$ cat config.mk
export PLATFORM = sky130hd
export DESIGN_NAME = bsc_div
export DESIGN_NICKNAME = d
export VERILOG_FILES = /design/src/bsc_pkg.sv /design/src/bsc_div.sv
export SDC_FILE = /design/constraint.sdc
export NUM_CORES = 2
export LEC_CHECK = 0
export ABC_AREA = 1
export BUFFER_PORTS_ARGS = -buffer_cell sky130_fd_sc_hd__buf_2
export CORE_AREA = 10 10 622 624
export CTS_CLUSTER_DIAMETER = 80
export CTS_CLUSTER_SIZE = 40
export DETAILED_ROUTE_END_ITERATION = 8
export DIE_AREA = 0 0 632 634
export HOLD_SLACK_MARGIN = 0.15
export PLACE_DENSITY = 0.42
export REMOVE_ABC_BUFFERS = 1
export SLEW_MARGIN = 0
export SYNTH_ARGS = -nofsm -noshare
export SYNTH_HDL_FRONTEND = slang
export SYNTH_SLANG_ARGS = --single-unit
$ cat constraint.sdc
create_clock -name clk -period 24.5 [get_ports clk]
set_input_delay 4.9 -clock clk [delete_from_list [all_inputs] [get_ports clk]]
set_output_delay 4.9 -clock clk [all_outputs]
set_load 0.02 [all_outputs]
$ cat src/bsc_pkg.sv
package bsc_pkg;

  localparam logic [1:0] ERR_OK    = 2'd0;
  localparam logic [1:0] ERR_TDIV  = 2'd1;
  localparam logic [1:0] ERR_PDIV  = 2'd2;

  localparam logic [2:0] REG_COEF0 = 3'd0;
  localparam logic [2:0] REG_COEF1 = 3'd1;
  localparam logic [2:0] REG_COEF2 = 3'd2;
  localparam logic [2:0] REG_COEF3 = 3'd3;
  localparam logic [2:0] REG_COEF4 = 3'd4;
  localparam logic [2:0] REG_OSS   = 3'd5;

  localparam logic [31:0] T_OFFSET = 32'd4000;
  localparam logic [31:0] P_HALF   = 32'd32768;
  localparam logic [31:0] P_SCALE  = 32'd50000;
  localparam logic [31:0] P_C1     = 32'd3038;
  localparam logic [31:0] P_C2     = 32'd7357;
  localparam logic [31:0] P_C3     = 32'd3791;

  // One restoring-division step on unsigned operands
  typedef struct packed {
    logic [31:0] rem;
    logic [31:0] quo;
  } div_st_t;

  function automatic div_st_t div_step(div_st_t s, logic [31:0] dvs);
    div_st_t     o;
    logic [32:0] trial;
    trial = {s.rem, s.quo[31]} - {1'b0, dvs};
    o.quo = {s.quo[30:0], ~trial[32]};
    o.rem = trial[32] ? {s.rem[30:0], s.quo[31]} : trial[31:0];
    return o;
  endfunction

  function automatic logic [31:0] asr32(logic [31:0] v, int unsigned n);
    return 32'($signed(v) >>> n);
  endfunction

endpackage

$ cat src/bsc_div.sv
// Pipelined unsigned 32/32 divider, four quotient bits per stage, with
// side-band payload carried along. Stall freezes every stage.
module bsc_div
  import bsc_pkg::*;
(
  input  logic        clk,
  input  logic        rst_n,
  input  logic        adv,
  input  logic        in_v,
  input  logic [31:0] dvd,
  input  logic [31:0] dvs,
  input  logic [95:0] side_in,
  output logic        out_v,
  output logic [31:0] quo,
  output logic [95:0] side_out
);

  localparam int unsigned NST = 8;

  div_st_t     st_r   [NST];
  logic [31:0] dvs_r  [NST];
  logic [95:0] side_r [NST];
  logic [NST-1:0] v_r;

  div_st_t st_nxt [NST];

  // Four division steps per stage
  always_comb begin
    div_st_t s;
    for (int k = 0; k < NST; k++) begin
      if (k == 0) begin
        s.rem = '0;
        s.quo = dvd;
      end else begin
        s = st_r[k-1];
      end
      for (int j = 0; j < 4; j++) begin
        s = div_step(s, (k == 0) ? dvs : dvs_r[k-1]);
      end
      st_nxt[k] = s;
    end
  end

  // Advance the stages together
  always_ff @(posedge clk) begin
    if (!rst_n) begin
      v_r <= '0;
    end else if (adv) begin
      v_r <= {v_r[NST-2:0], in_v};
    end
  end

  always_ff @(posedge clk) begin
    if (adv) begin
      for (int k = 0; k < NST; k++) begin
        st_r[k]   <= st_nxt[k];
        dvs_r[k]  <= (k == 0) ? dvs : dvs_r[k-1];
        side_r[k] <= (k == 0) ? side_in : side_r[k-1];
      end
    end
  end

  assign out_v    = v_r[NST-1];
  assign quo      = st_r[NST-1].quo;
  assign side_out = side_r[NST-1];

endmodule

## Word-level counts from Yosys, hierarchy flattened

Memories as Yosys holds them, arrays and structs flattened.
Index checks and enable logic that the tools add are counted.

| operators by class | value |
|---|---|
| bitwise gates (word level) | 32 |
| shift-type cells | 0 |
| eq/ne operators | 0 |
| reduce and logical (&&, ||, !) cells | 0 |
| $mul | 0 |
| divide/modulo/power cells | 0 |
| order comparisons | 0 |
| $add $sub $neg | 32 |
| muxes and demuxes | 34 |

Operator list:

| cell | number |
|---|---|
| $mux W32 | 32 |
| $sub A33 B32 Y33 | 31 |
| $sub A1 B32 Y33 | 1 |
| $not A1 Y1 | 32 |
| $mux W1 | 2 |

| storage, ports and cells | value |
|---|---|
| memories kept | 3 |
| register bits | 8 |
| bits in read-only memories | 0 |
| bits in latches | 0 |
| bits in writable memories | 1536 |
| output and inout bits | 129 |

Memory list:

| memory | words | width | rd ports | clocked after Yosys merged registers in | write ports | line | text |
|---|---|---|---|---|---|---|---|
| side_r | 8 | 96 | 8 | 0 | 8 | bsc_div.sv:22 | `logic [95:0] side_r [NST];` |
| st_r | 8 | 64 | 8 | 0 | 8 | bsc_div.sv:20 | `div_st_t st_r [NST];` |
| dvs_r | 8 | 32 | 7 | 0 | 8 | bsc_div.sv:21 | `logic [31:0] dvs_r [NST];` |

## Depth between registers and ports, before layout

| logic depth | value |
|---|---|
| depth after elaboration | 8 |
| depth in mapped cells | 66 |
| mapped depth without buffers | 63 |

## Worst setup path after synthesis

Ideal clock, no wire load.

| timing path | value |
|---|---|
| path type | input port to flip-flop |
| start | input dvd[31] |
| end | memory st_r[0][43] in the netlist's numbering, data pin |
| cell stages on the path | 54 |
| arrival | 11960 ps |
| setup slack | 12287 ps |
| library setup time | 252 ps |
| cell sequence | inv_1 ha_1 inv_1 ha_1 nand3_1 nor2_1 nand4_1 or2_0 buf_2 clkbuf_1 nor2_1 ha_1 nand2_1 o21ai_0 a21oi_1 nor2_1 nor2_1 nand2_1 [... 18 more ...] nand2_1 o21ai_0 ha_1 a21oi_1 o21ai_0 nand3_1 nand2_1 nand3_1 nand2_1 a21boi_0 o21ai_0 a21oi_1 inv_1 nand3_1 nand2_1 buf_2 nand2_1 nand2_1 |

RTL lines:

| what | line | text |
|---|---|---|
| from (decl) | bsc_div.sv:10 | `input logic [31:0] dvd,` |
| to (decl) | bsc_div.sv:20 |  |

==> out/metrics.csv <==
metric,value,unit
outcome,"complete, no violations",
DRT Pass-1 Iters,5,
critical path class,in -> reg,
# IOs,293,
via count,91800,
first-pass GRT wire length,562000,um
Max Transition Viols Final,0,
TritonCTS clock tree,yes,
Synth Cell Area,112000,sq um
dpl cells,18600,
CP bufs+invs,10,
TritonCTS buffer count,110,
post-route cell area,123000,sq um
routed len/inst,20.1,um
RSZ-0062 raised after global routing,false,
setup tns final,0,ns
Area Growth Syn to Fin,9.57,%
YS warnings,0,
final worst slack,10.51,ns
Non-Filler Instances,18800,
"Avg Cell Area, Syn",8.22,sq um
Worst Hold Class,reg -> reg,
Final Skew,0.106,ns
number of global-route vias before repair,89600,
most frequent cell on the critical path,nand2_1,
"CP delay by family, top",compound AO/OA/AOI/OAI gates,
main combinational cell family by area after synthesis,simple AND/OR/NAND/NOR gates,
cts repair resizes,0,
chip width,632,um
delay of the slowest critical-path stage,0.92,ns
worst skew pair latency,0.95,ns
Post-CTS Hold Fix Bufs,0,
H-tree depth,3,
multiplexer share of the synthesized area,0,
post-synthesis compound-gate area fraction,0.141,
startpoint types,input pin,
CTS sink count,1480,
drt via density,4.88,
endpoints failing hold,0,
simple-gate portion of the synthesized area,0.211,
initial DRC count,6453,
fin crit share,0.571,
fin crit period,13.99,ns
Post-Syn Instances,13600,
Port Buf Inserts,292,
XOR/XNOR Fraction of Synth Area,0.0649,
largest net degree at the start of global routing,131,
Overflow after GRT,0,
core footprint,374000,sq um
clk slew on worst S/H paths,0.13,ns
Filler Cell Count,40000,
Longest Clk Path Bufs,4,
count of cell types in the netlist,62,
CP Capture Type,flop,
count of final setup violators,0,
sequential area share after synthesis,0.397,
worst path required time,25.15,ns
critical path arrival,14.64,ns
Post-DP HPWL,311000,um
# Max-Cap Violations,0,
# DRC,0,
"Slowest-stage cell, CP",nor4_4,
Starting Density,0.299,
Synth Area in Adders,0.116,
post-synthesis sequential element count,1480,
root buf cell,clkbuf_16,
highest clock rate,71.5,MHz
Post-DP Area,118000,sq um
fraction of layout cells with a size suffix above 1,0.0599,
gr usage total,0.181,
Post-CTS Setup Bufs,0,
drt total wl,377000,um
die area,401000,sq um
Worst Tran Pin Value,1.06,ns
number of antenna-violating nets in the routed design,0,
Die H,634,um
worst-path maximum fanout,63,
setup slack after placement,9.41,ns
antenna violations before repair,15,
Std-Cell Rows,225,
Slew headroom,0.287,
routability congestion estimate from global placement,0.908,
layout net count,14900,
==> cell usage after synthesis (all sizes together) <==
library cell,instances,share of area
o211a,1,0.000090
o2111ai,20,0.0016
o221ai,18,0.0014
a21oi,1139,0.051
inv,1495,0.050
nand2b,2,0.00011
a31oi,115,0.0065
dfxtp,8,0.0014
o31ai,9,0.00060
buf,291,0.018
conb,1,0.000034
o21ai,1130,0.053
a221oi,15,0.0012
a2111oi,11,0.00086
a31o,8,0.00063
ha,993,0.11
and2,19,0.0011
nand4,115,0.0064
o21bai,116,0.0078
nand2,3361,0.11
nor4b,1,0.000078
nand3,810,0.039
clkbuf,53,0.0018
a21o,66,0.0044
o221a,4,0.00040
o21a,60,0.0040
a21boi,49,0.0033
nand3b,38,0.0026
a211oi,19,0.0013
or2,38,0.0021
o311ai,8,0.00063
and3,9,0.00050
fa,30,0.0054
o211ai,28,0.0019
edfxtp,1472,0.40
nor3b,4,0.00031
xnor2,378,0.030
nor4,50,0.0029
nor2,1001,0.034
nor3,164,0.0073
xor2,450,0.035
==> per-stage QoR <==
step                       util  hold slack, ns
after floorplan               -           0.400
after global placement    0.315           0.400
after detailed placement  0.315           0.405
after CTS                 0.327           0.374
after global routing      0.327           0.363
final                     0.327           0.378
==> worst register-to-register path: cells and delay by family (launching register included) <==
kind                       cells  cell delay (ns)
adders and majority gates      4             1.69
DFF                            1             0.76
buffers and inverters          7             2.27
and+or+nand+nor               27             4.19
AOI/OAI and AO/OA             16             4.22
==> kinds of logic after synthesis <==
logic type                 Yosys count
and+or+nand+nor                   5612
AOI/OAI and AO/OA                 2816
buffers and inverters             1839
DFF                               1480
adders and majority gates         1023
xor gates and xnor gates           828
other                                1
==> final timing paths <==
| path | to | from | cells after the start | slack, ns |
|---|---|---|---|---|
| worst min register to register | side_r[0][302] | side_r[0][206] | 0 | 0.38 |
| worst max-delay path | st_r[0][42] | dvd[31] | 49 | 10.51 |
| worst min-delay path | side_r[0][302] | side_r[0][206] | 0 | 0.38 |
| worst max register to register | st_r[0][105] | dvs_r[0][1] | 54 | 11.06 |
==> layout make-up <==
| class | count | area (sq um) | share of cell area |
|---|---|---|---|
| diodes | 7 | 17.5 | 0.000143 |
| clock buffers | 113 | 2810 | 0.0229 |
| clock inverters | 88 | 1840 | 0.0150 |
| inverters | 1495 | 5610 | 0.0458 |
| multi-input cells | 10300 | 59700 | 0.487 |
| flip-flops and latches | 1480 | 44400 | 0.362 |
| well taps | 4994 | 6250 | 0.0510 |
| repair buffers | 346 | 1920 | 0.0157 |
==> cell usage in the layout (no fill, tap or decap), types with 51 or more instances in the layout <==
| cell | count |
|---|---|
| o21ai_0 | 898 |
| o21a_1 | 60 |
| nor2_1 | 997 |
| o21ai_2 | 84 |
| xor2_1 | 450 |
| a21oi_1 | 1134 |
| edfxtp_1 | 1472 |
| a21o_1 | 66 |
| a31oi_1 | 114 |
| o21ai_1 | 148 |
| nor3_1 | 164 |
| nand3_2 | 57 |
| buf_4 | 51 |
| nand3_1 | 749 |
| clkbuf_16 | 112 |
| nand2_1 | 3304 |
| ha_1 | 993 |
| xnor2_1 | 378 |
| nand4_1 | 115 |
| inv_1 | 1469 |
| o21bai_1 | 116 |
| buf_2 | 291 |
==> sequential cells by signal (all words and copies together), names as in the netlist <==
| register | flops |
|---|---|
| st_r | 480 |
| side_r | 768 |
| dvs_r | 224 |
| v_r | 8 |
==> per-layer routing <==
| metal | track usage | vias to the layer above | part of all wire |
|---|---|---|---|
| li1 | - | 46700 | - |
| met1 | 0.235 | 42900 | 0.45 |
| met2 | 0.321 | 1660 | 0.49 |
| met3 | 0.0153 | 433 | 0.034 |
| met4 | 0.0514 | 2 | 0.031 |
| met5 | 0 | - | 0.000034 |
Power is not shown: default switching activity piles up to over one toggle a cycle in this logic, so the estimate is an artifact.
